==> src/sv/sca_pkg.sv <==
package sca_pkg;

  typedef struct packed {
    logic ext;
    logic meta;
    logic caps;
    logic shift;
    logic ctl;
  } flags_t;

  localparam logic [7:0] SC_RELEASE = 8'h80;
  localparam logic [7:0] SC_LSHIFT  = 8'h2a;
  localparam logic [7:0] SC_RSHIFT  = 8'h36;
  localparam logic [7:0] SC_LMETA   = 8'h38;
  localparam logic [7:0] SC_LCTL    = 8'h1d;
  localparam logic [7:0] SC_CAPS    = 8'h3a;
  localparam logic [7:0] SC_PREFIX  = 8'he0;
  localparam logic [7:0] META_BIT   = 8'h80;

  localparam int PLAIN_LEN = 58;
  localparam int CTL_LEN   = 51;

  localparam logic [7:0] PLAIN_TAB [PLAIN_LEN] = '{
    8'h00,
    8'h1b, 8'h31, 8'h32, 8'h33, 8'h34, 8'h35, 8'h36, 8'h37, 8'h38, 8'h39,
    8'h30, 8'h2d, 8'h3d, 8'h08, 8'h09, 8'h71, 8'h77, 8'h65, 8'h72, 8'h74,
    8'h79, 8'h75, 8'h69, 8'h6f, 8'h70, 8'h5b, 8'h5d, 8'h0a, 8'h00, 8'h61,
    8'h73, 8'h64, 8'h66, 8'h67, 8'h68, 8'h6a, 8'h6b, 8'h6c, 8'h3b, 8'h27,
    8'h60, 8'h00, 8'h5c, 8'h7a, 8'h78, 8'h63, 8'h76, 8'h62, 8'h6e, 8'h6d,
    8'h2c, 8'h2e, 8'h2f, 8'h00, 8'h00, 8'h00, 8'h20
  };

  localparam logic [7:0] UPPER_TAB [PLAIN_LEN] = '{
    8'h00,
    8'h00, 8'h21, 8'h40, 8'h23, 8'h24, 8'h25, 8'h5e, 8'h26, 8'h2a, 8'h28,
    8'h29, 8'h5f, 8'h2b, 8'h08, 8'h09, 8'h51, 8'h57, 8'h45, 8'h52, 8'h54,
    8'h59, 8'h55, 8'h49, 8'h4f, 8'h50, 8'h7b, 8'h7d, 8'h0a, 8'h00, 8'h41,
    8'h53, 8'h44, 8'h46, 8'h47, 8'h48, 8'h4a, 8'h4b, 8'h4c, 8'h3a, 8'h22,
    8'h7e, 8'h00, 8'h7c, 8'h5a, 8'h58, 8'h43, 8'h56, 8'h42, 8'h4e, 8'h4d,
    8'h3c, 8'h3e, 8'h3f, 8'h00, 8'h00, 8'h00, 8'h20
  };

  localparam logic [7:0] CTL_TAB [CTL_LEN] = '{
    8'h00,
    8'h00, 8'h00, 8'h00, 8'h00, 8'h00, 8'h00, 8'h00, 8'h00, 8'h00, 8'h00,
    8'h00, 8'h1f, 8'h00, 8'h08, 8'h09, 8'h11, 8'h17, 8'h05, 8'h12, 8'h14,
    8'h19, 8'h15, 8'h09, 8'h0f, 8'h10, 8'h1b, 8'h1d, 8'h0a, 8'h00, 8'h01,
    8'h13, 8'h04, 8'h06, 8'h07, 8'h08, 8'h0a, 8'h0b, 8'h0c, 8'h00, 8'h00,
    8'h00, 8'h00, 8'h1c, 8'h1a, 8'h18, 8'h03, 8'h16, 8'h02, 8'h0e, 8'h0d
  };

  function automatic flags_t modifier_bit(input logic [7:0] key);
    flags_t f;
    f = '0;
    if (key == SC_LSHIFT || key == SC_RSHIFT) f.shift = 1'b1;
    if (key == SC_CAPS) f.caps = 1'b1;
    if (key == SC_LCTL) f.ctl = 1'b1;
    if (key == SC_LMETA) f.meta = 1'b1;
    return f;
  endfunction

endpackage

==> src/sv/sca_translate.sv <==
module sca_translate (
  input  logic [7:0]      code,
  input  sca_pkg::flags_t flags,
  output sca_pkg::flags_t flags_next,
  output logic            has_char,
  output logic [7:0]      char_code
);

  sca_pkg::flags_t bit_make;
  sca_pkg::flags_t bit_break;
  logic [7:0]      tab_char;
  logic [5:0]      idx;
  logic            use_upper;

  assign idx       = code[5:0];
  assign bit_make  = sca_pkg::modifier_bit(code);
  assign bit_break = sca_pkg::modifier_bit({1'b0, code[6:0]});
  assign use_upper = flags.shift ^ flags.caps;

  always_comb begin
    tab_char = 8'h00;
    if (flags.ctl) begin
      if ({2'b00, code} < 10'(sca_pkg::CTL_LEN)) begin
        tab_char = sca_pkg::CTL_TAB[idx];
      end
    end else if ({2'b00, code} < 10'(sca_pkg::PLAIN_LEN)) begin
      tab_char = use_upper ? sca_pkg::UPPER_TAB[idx] : sca_pkg::PLAIN_TAB[idx];
    end
  end

  always_comb begin
    flags_next = flags;
    char_code  = 8'h00;
    if (flags.ext) begin
      flags_next.ext = 1'b0;
    end else if (code == sca_pkg::SC_PREFIX) begin
      flags_next.ext = 1'b1;
    end else if ((code & sca_pkg::SC_RELEASE) != 8'h00) begin
      flags_next = sca_pkg::flags_t'(flags & ~bit_break);
    end else if (bit_make != '0) begin
      flags_next = sca_pkg::flags_t'(flags | bit_make);
    end else if (tab_char != 8'h00) begin
      char_code = flags.meta ? (tab_char | sca_pkg::META_BIT) : tab_char;
    end
  end

  assign has_char = (char_code != 8'h00);

endmodule

==> src/sv/scan_code_to_ascii.sv <==
// Translates PC set-1 keyboard scan codes into characters.
// The input channel (in_valid, in_ready, scan_code) takes one raw scan byte
// per item. The output channel (out_valid, out_ready, has_char, char_code)
// returns exactly one item per input item, in order. has_char is 1 when the
// byte produced a character and char_code then holds it, with bit 7 set when
// meta is held; otherwise char_code is 0.
// An accepted byte is held in an input register, where the table lookup and
// the modifier update are done, and its result is then registered in the
// output register, which raises out_valid; the byte moves on once the output
// register is empty or is being taken. With out_ready held high
// the block takes one item every cycle.
// When the receiver stalls, the result stays in the output register and one
// more byte can wait in the input register; in_ready then drops until the
// output is taken.
// Reset empties both registers and clears all modifier flags (shift, caps
// lock, control, meta and the extended-prefix mark).
module scan_code_to_ascii (
  input  logic       clk,
  input  logic       rst,
  input  logic       in_valid,
  output logic       in_ready,
  input  logic [7:0] scan_code,
  output logic       out_valid,
  input  logic       out_ready,
  output logic       has_char,
  output logic [7:0] char_code
);

  logic            stage_valid;
  logic [7:0]      stage_code;
  logic            stage_move;
  sca_pkg::flags_t flags;
  sca_pkg::flags_t flags_next;
  logic            has_char_next;
  logic [7:0]      char_code_next;

  assign stage_move = stage_valid && (!out_valid || out_ready);
  assign in_ready   = !stage_valid || stage_move;

  sca_translate u_translate (
    .code       (stage_code),
    .flags      (flags),
    .flags_next (flags_next),
    .has_char   (has_char_next),
    .char_code  (char_code_next)
  );

  always_ff @(posedge clk) begin
    if (rst) begin
      stage_valid <= 1'b0;
      out_valid   <= 1'b0;
      flags       <= '0;
    end else begin
      if (in_ready) begin
        stage_valid <= in_valid;
      end
      if (stage_move) begin
        out_valid <= 1'b1;
        flags     <= flags_next;
      end else if (out_ready) begin
        out_valid <= 1'b0;
      end
    end
  end

  always_ff @(posedge clk) begin
    if (in_ready && in_valid) begin
      stage_code <= scan_code;
    end
    if (stage_move) begin
      has_char  <= has_char_next;
      char_code <= char_code_next;
    end
  end

endmodule
==> config.mk <==
export PLATFORM = sky130hd
export DESIGN_NAME = scan_code_to_ascii
export DESIGN_NICKNAME = d
export VERILOG_FILES = /design/src/sv/sca_pkg.sv /design/src/sv/sca_translate.sv /design/src/sv/scan_code_to_ascii.sv
export SDC_FILE = /design/constraint.sdc
export NUM_CORES = 1
export LEC_CHECK = 0
export ABC_AREA = 1
export BUFFER_PORTS_ARGS = -buffer_cell sky130_fd_sc_hd__buf_2
export CAP_MARGIN = 20
export CORE_ASPECT_RATIO = 0.7
export CORE_MARGIN = 3
export CORE_UTILIZATION = 45
export DETAILED_ROUTE_END_ITERATION = 6
export HOLD_SLACK_MARGIN = 0.03
export PLACE_DENSITY = 0.68
export SLEW_MARGIN = 10
export SYNTH_ARGS = -nofsm -noshare
export SYNTH_HDL_FRONTEND = slang
export SYNTH_HIERARCHICAL = 1
export SYNTH_SLANG_ARGS = --single-unit
==> constraint.sdc <==
create_clock -name clk -period 2.45 [get_ports clk]
set_clock_uncertainty 0.2 [all_clocks]
set_input_delay 0.245 -clock clk [delete_from_list [all_inputs] [get_ports clk]]
set_output_delay 0.245 -clock clk [all_outputs]
set_load 0.01 [all_outputs]
# Yosys cells after proc, flatten, opt, wreduce, memory -nomap -nowiden
# Memory sizes are Yosys's and may differ from the RTL's.
# Index checks and enable logic that the tools add are counted.
dict set report classes {
  n_eq_ne 11
  muxes 30
  bitwise 7
  order_cmp 3
  reduce_logical 14
}
# op n
set op_table {}
lappend op_table {{$mux 8} 16}
lappend op_table {{$eq 8x6->1 const B} 4}
lappend op_table {{$eq 7x6->1 const B} 4}
lappend op_table {{$lt 8x6->1 const B} 2}
lappend op_table {{$reduce_bool 8->1} 2}
lappend op_table {{$mux 1} 12}
lappend op_table {{$mux 5} 2}
lappend op_table {{$eq 8x5->1 const B} 1}
lappend op_table {{$eq 8x8->1 const B} 1}
lappend op_table {{$eq 7x5->1 const B} 1}
lappend op_table {{$ge 7x7->1 const B} 1}
lappend op_table {{$not 6->7} 1}
lappend op_table {{$and 5x5->5} 1}
lappend op_table {{$not 4->5} 1}
lappend op_table {{$or 5x4->5} 1}
lappend op_table {{$reduce_bool 5->1} 1}
lappend op_table {{$logic_or 1x1->1} 4}
lappend op_table {{$reduce_and 4->1} 1}
lappend op_table {{$reduce_bool 2->1} 2}
lappend op_table {{$logic_and 1x1->1} 2}
lappend op_table {{$logic_not 1->1} 2}
lappend op_table {{$not 1->1} 2}
lappend op_table {{$xor 1x1->1} 1}
dict set report totals {
  ff_bits 24
  romBits 1536
  in_bits 12
  mem_count 3
  out_inout_bits 11
}
# memory words word_bits rd rd_clocked_by_memory_dff wr line
set memory_table {}
lappend memory_table {{(no name shown)} 64 8 1 0 0 sca_translate.sv:24} ;# tab_char = sca_pkg::CTL_TAB[idx];
lappend memory_table {{(no name shown)} 64 8 1 0 0 sca_translate.sv:27} ;# tab_char = use_upper ? sca_pkg::UPPER_TAB[idx] : sca_pkg::PLAIN_TAB[idx];
lappend memory_table {{(no name shown)} 64 8 1 0 0 sca_translate.sv:27}

# Depth between registers and ports, before layout
# Gate-level depths: netlist (run 1).
dict set report depth {
  ltp_word 14
  ltp_mapped 16
  depth_no_buf 16
}

# Hierarchy
# Netlist (run 1), hierarchy kept.
# mod area_each_um2 cells_each n_inst seq_area_each_um2
set by_module_without_submodules {}
lappend by_module_without_submodules {sca_translate 1739.2 342 1 0.0}
lappend by_module_without_submodules {scan_code_to_ascii 850.8 62 1 650.6}

# Worst setup path before layout (run 1)
# Ideal clock, no wire load.
dict set report synth_timing {
  path_kind {register to register}
  start {register stage_code[1]}
  end {register has_char, data pin}
  t_arrival_ns 1.906
  setup_ns 0.250
  synth_period_minus_slack_ns 2.356
  setup_slack_ns 0.094
  path_stages_with_launch 15
  cell_sequence {edfxtp_1 -> inv_1 -> ha_1 -> inv_1 -> nand2_1 -> nand2_1 -> nand3_1 -> nand3_1 -> nand3_1 -> nand2_1 -> nand2_1 -> nor2_1 -> nand3_2 -> nand2_2 -> inv_1}
}
dict set report synth_via {
  elab_chain_len 14
}
# element line
set synth_rtl {}
lappend synth_rtl {{start: declaration} scan_code_to_ascii.sv:30} ;# logic [7:0] stage_code;
lappend synth_rtl {{start signal: assignment} scan_code_to_ascii.sv:68} ;# stage_code <= scan_code;
lappend synth_rtl {{$not 6->7 (not written as such)} {sca_translate.sv:24, sca_translate.sv:27}}
lappend synth_rtl {{$mem_v2 64x8} --}
lappend synth_rtl {{$mux 8 (not written as such) (2 in a row)} sca_translate.sv:27}
lappend synth_rtl {{$mux 8} sca_translate.sv:27}
lappend synth_rtl {{$mux 8} sca_translate.sv:26} ;# end else if ({2'b00, code} < 10'(sca_pkg::PLAIN_LEN)) begin
lappend synth_rtl {{$mux 8} sca_translate.sv:22} ;# if (flags.ctl) begin
lappend synth_rtl {{$reduce_bool 8->1 or $mux 8 (tied branches)} {sca_translate.sv:42, sca_translate.sv:43}}
lappend synth_rtl {{$mux 8} sca_translate.sv:42} ;# end else if (tab_char != 8'h00) begin
lappend synth_rtl {{$mux 8} sca_translate.sv:40} ;# end else if (bit_make != '0) begin
lappend synth_rtl {{$mux 8} sca_translate.sv:38} ;# end else if ((code & sca_pkg::SC_RELEASE) != 8'h00) begin
lappend synth_rtl {{$mux 8 (*)} sca_translate.sv:36} ;# end else if (code == sca_pkg::SC_PREFIX) begin
lappend synth_rtl {{$mux 8 (*)} sca_translate.sv:34} ;# if (flags.ext) begin
lappend synth_rtl {{$reduce_bool 8->1 (*)} sca_translate.sv:47} ;# assign has_char = (char_code != 8'h00);
lappend synth_rtl {{named net has_char_next} scan_code_to_ascii.sv:34} ;# logic has_char_next;
lappend synth_rtl {{end signal: assignment} scan_code_to_ascii.sv:71} ;# has_char <= has_char_next;
lappend synth_rtl {{end: declaration} scan_code_to_ascii.sv:25} ;# output logic has_char,
# Mark *: on every way through the listed nets, which the timed path passes. The rest lies on a longest branch. The select of a mux whose other input is x is not followed.
# A chain may end at the register's enable or synchronous reset.

# Final worst setup path (run 1)
# Same ends and word-level chain as after synthesis.

==> results of run 1 <==
-- layout make-up --
class                      count  area [µm²]
fill                         529        2117
multi-input combinational    315        1737
sequential                    24       650.6
timing repair buffer          74       553.0
inverter                      48       192.7
tap                           72       90.09
clock buffer                   4       55.05
-- routing by layer --
metal	global-route usage, %	up-vias	share of wire [%]
li1	-	1436	-
met1	35.48	1278	46
met2	36.62	164	43
met3	4.422	22	10
met4	3.427	0	1.2
met5	0	-	0
-- cells in the mapped netlist (2+ instances only) --
cell type,count,share of area (%)
a21oi_1,18,3.5
buf_2,3,0.58
buf_4,4,1.2
buf_6,8,3.5
dfxtp_1,7,5.4
edfxtp_1,17,20
ha_1,12,5.8
inv_1,33,4.8
inv_2,13,1.9
inv_4,2,0.48
nand2_1,132,19
nand2_2,8,1.9
nand2_4,2,0.87
nand3_1,57,11
nand3_2,11,4.3
nand4_1,5,1.2
nor2_1,32,4.6
nor2_2,3,0.72
nor2_4,2,0.87
nor3_1,4,0.77
o211ai_1,3,0.87
o21ai_0,9,1.7
o21ai_1,8,1.5
-- cells by family after synthesis --
logic type	synth area share [%]
buffers and inverters	13.04
adder cells (fa/ha/maj)	5.797
flip-flops	25.12
AO/OA/AOI/OAI	9.227
AND/OR/NAND/NOR	46.14
XOR/XNOR	0.6765
-- worst max path at each step --
| stage | to | slack (ns) | cells after the start |
|---|---|---|---|
| final | has_char | 0.006 | 15 |
| after global routing | has_char | -0.09 | 15 |
| after CTS | has_char | 0.02 | 14 |
| after detailed placement | has_char | -0.02 | 16 |
| after global placement | has_char | 0.03 | 16 |
| after floorplan | has_char | 0.09 | 14 |
-- placed cells by master, fill, tap and decap left out, types with 2 or more instances in the layout --
| cell | instances |
|---|---|
| clkbuf_8 | 4 |
| o21ai_1 | 7 |
| ha_1 | 5 |
| ha_2 | 3 |
| inv_1 | 28 |
| nor2_2 | 6 |
| inv_2 | 15 |
| o21ai_0 | 9 |
| o21ai_2 | 2 |
| buf_4 | 37 |
| nor2_1 | 29 |
| nor2_4 | 2 |
| a21oi_1 | 17 |
| nand4_1 | 5 |
| dfxtp_1 | 7 |
| nor3_1 | 3 |
| nand3_2 | 17 |
| nand2_1 | 121 |
| ha_4 | 4 |
| a21oi_2 | 2 |
| dlygate4sd3_1 | 10 |
| o211ai_1 | 3 |
| edfxtp_1 | 17 |
| buf_6 | 4 |
| nand2_2 | 19 |
| nand2_4 | 2 |
| inv_4 | 5 |
| nand3_1 | 51 |
| buf_2 | 22 |
-- metrics by stage --
| step | instance area, µm² | hold WS (ns) | util (%) |
|---|---|---|---|
| after global placement | 2860 | 0.2233 | 53.01 |
| after floorplan | 2590 | 0.1141 | - |
| after detailed placement | 2860 | 0.2231 | 53.01 |
| after CTS | 3035 | 0.2207 | 56.26 |
| after global routing | 3278 | 0.2451 | 60.76 |
| final | 3278 | 0.2288 | 60.76 |
-- sequential cells by signal (all words and copies together), names as in the netlist --
| name | cells |
|---|---|
| flags | 5 |
| out_valid | 1 |
| stage_code | 8 |
| char_code | 8 |
| stage_valid | 1 |
| has_char | 1 |
-- power by group through the flow --
| stage | clock, mW | combinational, mW | sequential [mW] |
|---|---|---|---|
| after detailed placement | 0 | 0.421 | 0.489 |
| after global routing | 0.304 | 0.545 | 0.484 |
| after global placement | 0 | 0.425 | 0.488 |
| after floorplan | 0 | 0.297 | 0.489 |
| final | 0.272 | 0.499 | 0.480 |
| after CTS | 0.278 | 0.439 | 0.480 |
-- what timing repair did --
action,in CTS,in global routing
resized for setup,3,44
hold buffers,10,0
pin swaps,0,22
endpoints found under the hold margin,10,0
setup buffers,2,12
setup endpoints to repair,2,6
-- critical path: stages (launching register included) --
cell,delay [ns]
edfxtp_1,0.39
buf_4,0.20
buf_4,0.17
nor2_1,0.04
nor2_1,0.20
nand2_1,0.14
nand3_1,0.10
nand2_1,0.06
nand2_1,0.06
nand3_1,0.10
nand2_1,0.10
nand2_1,0.08
nor2_2,0.14
nand3_2,0.08
nand2_2,0.10
inv_2,0.04
==> impl_metrics.ini, run 1 <==
[placed_design]
dp.final_hpwl_um = 6299
io_buffers = 22
pre_cts_slack_ns = -0.01536
dp.cells = 509
place_congestion = 1.042

[global_routing]
grt-ovfl-total = 0
grt_use_total_pct = 23.84
grt_pass1_wl_um = 12900
grt_max_degree = 26
antenna_found_initial = 0
grt_pass1_vias = 2484

[timing]
max_freq_ghz = 0.4091
tightest_slew_ns = 0.5057
hold_viol_final = 0
finalSetupViolations = 0
slew_headroom_pct = 66.04
rsz0062_at_grt = yes
fin_crit_sh_pct = 99.76
setup-tns-final_ns = 0
setup_ws_ns = 0.005805
fin_crit_ns = 2.444
report.final.slew_viol_count = 0

[route]
drt_iter0_drc = 245
wl_per_cell_um = 15.51
drc_errors = 0
dr.pass1.iters = 5
avgViaCountPerCell = 5.400
num_vias = 2900
drtAntennaViolNets = 0
drt-total-wl_um = 8330

[die]
die_w_um = 96.68
rows = 22
die_area_mm2 = 0.006717
core_area_mm2 = 0.005395
die_y_um = 69.48
start_util_pct = 48.01
boundaryPins = 23

[synth]
synth_edf_count = 17
netlist_area_mm2 = 0.002590
async_reset_ff_share_pct = 0
synthFlopType = edfxtp_1
synth_cell_type_count = 34
synth-seq-cells = 24
syn-num-nets = 428
synth_cells = 404
synth_warnings = 6
seq_area_frac_synth_pct = 25.12
syn_avg_cell_area_um2 = 6.411

[final_layout]
nets = 490
n_antenna_cell = 0
instances_no_fill = 537
area_growth_pct = 26.57
drive_above_1_share_pct = 31.61

[power_and_ir_drop]
power_frac_comb_pct = 39.9
power_mw = 1.252
clock_power_share_pct = 21.7
vdd_drop_max_mv = 0.2509
power.internal_uw = 795.2
switching_share_pct = 36.46
p_leak_nw = 1.583
seqPwrFrac_pct = 38.4
p_sw_uw = 456.4
powerDensity_mw_per_mm2 = 381.8

[hold_path]
hold_depth = 4
holdPathEnd = out_valid
min_path_type = in -> reg
hp-start = out_ready

[critical_path]
crit_required_ns = 2.28
startpoint_type = register
worstReg2RegEnd = has_char
critPathKind = reg -> reg
arrival_ns = 2.28
r2r_start = stage_code[1]
rr_worst_depth = 15
cp_max_fo = 7
rrSetupSlack_ns = 0.006
end_kind = register
crit_start = stage_code[1]

[clocking]
ctsRootBufferMaster = clkbuf_8
htree_num_levels = 1
insertion_delay_ns = 0.27
clk_pin_slew_ns = 0.09
numCtsBuffers = 3
clk_path_buf_depth = 2
cts_tree = done
cts.sinks = 24

[status]
status = complete, no violations

[job]
cap_violations = 0
No activity file was read; power rests on OpenSTA's default activity.
==> run 2, diff against run 1 <==
Settings changed: CORE_ASPECT_RATIO 0.7 to 0.5.
==> impl_metrics.ini, run 2 (synthesis results as in run 1) <==
[final_layout]
area_growth_pct = 31.88
reg.largest.list = char_code x8, stage_code x8, flags x5
n_antenna_cell = 0
drive_above_1_share_pct = 33.19
layout_common_cells = nand2_1, nand3_1, inv_1, nor2_1, buf_4
nets = 486
utilization_pct = 65.37
final_common_cell = nand2_1
n_fill_cell = 475

[placed_design]
io_buffers = 22
place_congestion = 1.028
dp.final_hpwl_um = 6599

[critical_path]
crit_required_ns = 2.27
critPathKind = reg -> reg
arrival_ns = 2.24
startpoint_type = register
cp_max_fo = 16
end_kind = register

[power_and_ir_drop]
p_leak_nw = 1.636
powerDensity_mw_per_mm2 = 411.7
vdd_drop_max_mv = 0.3538
power_mw = 1.406

[route]
drtAntennaViolNets = 0
dr.pass1.iters = 5
num_vias = 3021
drt_iter0_drc = 369
avgViaCountPerCell = 5.689
drt-total-wl_um = 9093
wl_per_cell_um = 17.12
drc_errors = 0

[global_routing]
busiest_layer = met2
globalRouteMet1Util_pct = 37.68
grt_pass1_vias = 2566
antenna_found_initial = 0
grt_max_degree = 29
grt_use_total_pct = 25.65
use_met3_pct = 6.626
use_met2_pct = 37.79
grt-ovfl-total = 0
grt_pass1_wl_um = 13420

[timing]
rsz0062_at_grt = yes
report.final.slew_viol_count = 0
finalSetupViolations = 0
max_freq_ghz = 0.4136
fin_crit_ns = 2.418
slew_headroom_pct = 68.71
fin_crit_sh_pct = 98.68
tightest_slew_ns = 0.4659
holdWs_ns = 0.03220
hold_viol_final = 0

[die]
core_area_mm2 = 0.005225
boundaryPins = 23
die_w_um = 113.3
rows = 18
start_util_pct = 49.57
die_y_um = 59.65
die_area_mm2 = 0.006757

[clocking]
clk_pin_slew_ns = 0.06
clk_path_buf_depth = 2
htree_num_levels = 1
cts_tree = done
ctsRootBufferMaster = clkbuf_16
cts.sinks = 24
insertion_delay_ns = 0.26
numCtsBuffers = 3

[job]
cap_violations = 0

[status]
status = complete, no violations

[hold_path]
min_path_type = in -> reg
run 2: cell count changes in the layout (fill, tap and decap cells not counted), moves of 2 or more:
cell,previous run,this run
buf_12,1,4
nand2_2,19,21
nand2_1,121,114
clkbuf_16,0,5
clkbuf_8,4,1
inv_2,15,13
nand2_4,2,6
buf_6,4,6
ha_4,4,2
ha_2,3,5
buf_4,37,27
run 2: layer usage:
metal,vias up,share of wire (%)
met5,-,0
met1,1393,44
met4,0,1.5
li1,1431,-
met2,182,43
met3,15,12
run 2: stage by stage:
stage / std cells / setup WS, ns / setup TNS (ns) / instance area [µm²]
floorplan: 404 / 0.09380 / 0 / 2590
global placement: 503 / -0.04091 / -0.07520 / 2853
detailed placement: 503 / -0.009697 / -0.01236 / 2853
CTS: 516 / 0.007054 / 0 / 3034
global route: 531 / -0.08127 / -0.2571 / 3416
finish: 531 / 0.03236 / 0 / 3416
run 2: repair_timing:
item	in CTS	in global routing
pin swaps	0	14
hold endpoints to repair	10	0
gates resized for setup	1	65
endpoints found under the setup margin	2	13
cloned	0	3
buffers inserted	0	12
hold buffers	9	0
run 2: path summary, 6_finish.rpt:
check / from / end / slack (ns) / cells past startpoint
setup / recovery: stage_code[2] / has_char / 0.03 / 9
hold / removal: in_valid / stage_valid / 0.03 / 3
setup reg to reg: stage_code[2] / has_char / 0.03 / 9
hold reg to reg: flags[3] / flags[3] / 0.29 / 2
run 2: worst max-delay path, stage by stage, from the launching register on:
cell and delay, ns:
edfxtp_1 0.62, inv_6 0.15, buf_4 0.20, nor3_1 0.24, nand3_1 0.17, a41o_1 0.28, nand2_2 0.13, inv_2 0.06
nand2_2 0.08, inv_1 0.04
run 2: power by group:
part / internal (mW) / switching (mW) / leakage (nW) / total [mW]
combinational: 0.209 / 0.325 / 1.37 / 0.533
sequential: 0.460 / 0.0254 / 0.226 / 0.485
clock: 0.250 / 0.139 / 0.0442 / 0.388
total: 0.918 / 0.489 / 1.64 / 1.41
run 2: area by class of cell:
cell class	count	area, µm²	area share (%)
Multi-Input combinational cell	315	1790	52.42
Sequential cell	24	650.6	19.05
Timing Repair Buffer	70	600.6	17.58
Inverter	48	197.7	5.788
Clock buffer	4	88.84	2.601
Tap cell	70	87.58	2.564
==> run 3, diff against run 2 <==
Settings changed: BUFFER_PORTS_ARGS -buffer_cell sky130_fd_sc_hd__buf_2 to -buffer_cell sky130_fd_sc_hd__buf_4, CORE_UTILIZATION 45 to 50, PLACE_DENSITY 0.68 to 0.74.
==> impl_metrics.ini, run 3 (synthesis results as in run 1) <==
[global_routing]
antenna_found_initial = 0
grt_pass1_wl_um = 13590
globalRouteMet1Util_pct = 39.50
grt_max_degree = 25
use_met2_pct = 41.78
grt_pass1_vias = 2771
grt-ovfl-total = 0
grt_use_total_pct = 27.90
busiest_layer = met2
use_met3_pct = 7.922

[final_layout]
n_fill_cell = 395
n_antenna_cell = 0
drive_above_1_share_pct = 29.36
register_area_um2 = 650.6
final_common_cell = nand2_1
reg.largest.list = char_code x8, stage_code x8, flags x5
multi_input_comb_area_mm2 = 0.001703
layout_common_cells = nand2_1, nand3_1, buf_4, inv_1, nor2_1
final_cell_area_mm2 = 0.003223
nets = 478
utilization_pct = 68.88
area_growth_pct = 24.44

[power_and_ir_drop]
vdd_drop_max_mv = 0.4654
power_mw = 1.290
powerDensity_mw_per_mm2 = 400.4
p_leak_nw = 1.561

[route]
num_vias = 2987
dr.pass1.iters = 5
drt-total-wl_um = 8571
drt_iter0_drc = 386
avgViaCountPerCell = 5.755
wl_per_cell_um = 16.51
drtAntennaViolNets = 0
drc_errors = 0

[timing]
max_freq_ghz = 0.4170
tightest_slew_ns = 0.4701
fin_crit_ns = 2.398
rsz0062_at_grt = yes
slew_headroom_pct = 68.43
report.final.slew_viol_count = 0
holdWs_ns = 0.2293
fin_crit_sh_pct = 97.89
setup_ws_ns = 0.05179
hold_viol_final = 0
finalSetupViolations = 0

[clocking]
clk_pin_slew_ns = 0.09
clk_path_buf_depth = 2
cts.sinks = 24
cts_tree = done
ctsRootBufferMaster = clkbuf_8
htree_num_levels = 1
numCtsBuffers = 3
insertion_delay_ns = 0.27

[die]
die_area_mm2 = 0.006132
die_y_um = 56.89
start_util_pct = 55.35
die_w_um = 107.8
rows = 17
core_area_mm2 = 0.004679
boundaryPins = 23

[critical_path]
arrival_ns = 2.23
crit_required_ns = 2.28
end_kind = register
critPathKind = reg -> reg
cp_max_fo = 5
startpoint_type = register

[placed_design]
pre_cts_slack_ns = -0.01295
io_buffers = 22
dpl_cell_area_mm2 = 0.002910
dp.final_hpwl_um = 6536
place_congestion = 1.096

[job]
cap_violations = 0

[status]
status = complete, no violations

[hold_path]
min_path_type = in -> reg
## run 3: cell types whose count changed in the layout (fill, tap and decap cells not counted), moves of 3 or more
cell / change
inv_4: -3
clkbuf_16: -4
nand3_1: +3
buf_6: -4
nand2_4: -4
buf_4: +20
nand2_1: +6
ha_1: +3
buf_2: -22
inv_2: +4
## run 3: worst paths after layout
path	start	end	slack, ns	cells after the start
hold reg to reg	flags[3]	flags[3]	0.30	2
hold / removal	out_ready	out_valid	0.23	4
setup / recovery	stage_code[0]	char_code[7]	0.05	14
setup reg to reg	stage_code[0]	char_code[7]	0.05	14
## run 3: area by class of cell
cell class / count / area share [%]
Multi-Input combinational cell: 315 / 52.83
Sequential cell: 24 / 20.19
Timing Repair Buffer: 62 / 16.61
Inverter: 48 / 5.745
Tap cell: 66 / 2.562
Clock buffer: 4 / 2.057
## run 3: through the flow
stage / std cells / setup TNS [ns]
after floorplan: 404 / 0
after global placement: 500 / 0
after detailed placement: 500 / -0.01792
after CTS: 514 / 0
after global routing: 519 / -0.3857
final: 519 / 0
## run 3: routing by layer
layer,vias up,wire (µm)
li1,1407,-
met1,1369,3628
met2,195,3734
met3,16,1127
met4,0,81
met5,-,0
## run 3: worst max-delay path: stages, from the launching register on
cell,delay (ns)
edfxtp_1,0.46
inv_2,0.15
ha_2,0.29
inv_2,0.09
nand2_2,0.09
nand3_1,0.09
nand2_1,0.06
nand2_1,0.06
a21oi_1,0.06
o21ai_1,0.18
nand2_1,0.12
nor2_2,0.10
nand3_2,0.09
nand2_2,0.09
nor2_2,0.04
## run 3: report_power, final
| part | total [mW] | internal, mW | switching (mW) |
|---|---|---|---|
| Combinational | 0.497 | 0.189 | 0.308 |
| Clock | 0.312 | 0.178 | 0.135 |
| Sequential | 0.482 | 0.459 | 0.0229 |
| Total | 1.29 | 0.825 | 0.465 |
## run 3: what timing repair did
action / 4_1_cts / 5_1_grt
cloned: 0 / 0
hold endpoints to repair: 10 / 0
setup buffers: 0 / 5
hold buffers: 10 / 0
pin swaps: 0 / 10
endpoints found under the setup margin: 2 / 12
gates resized for setup: 1 / 35
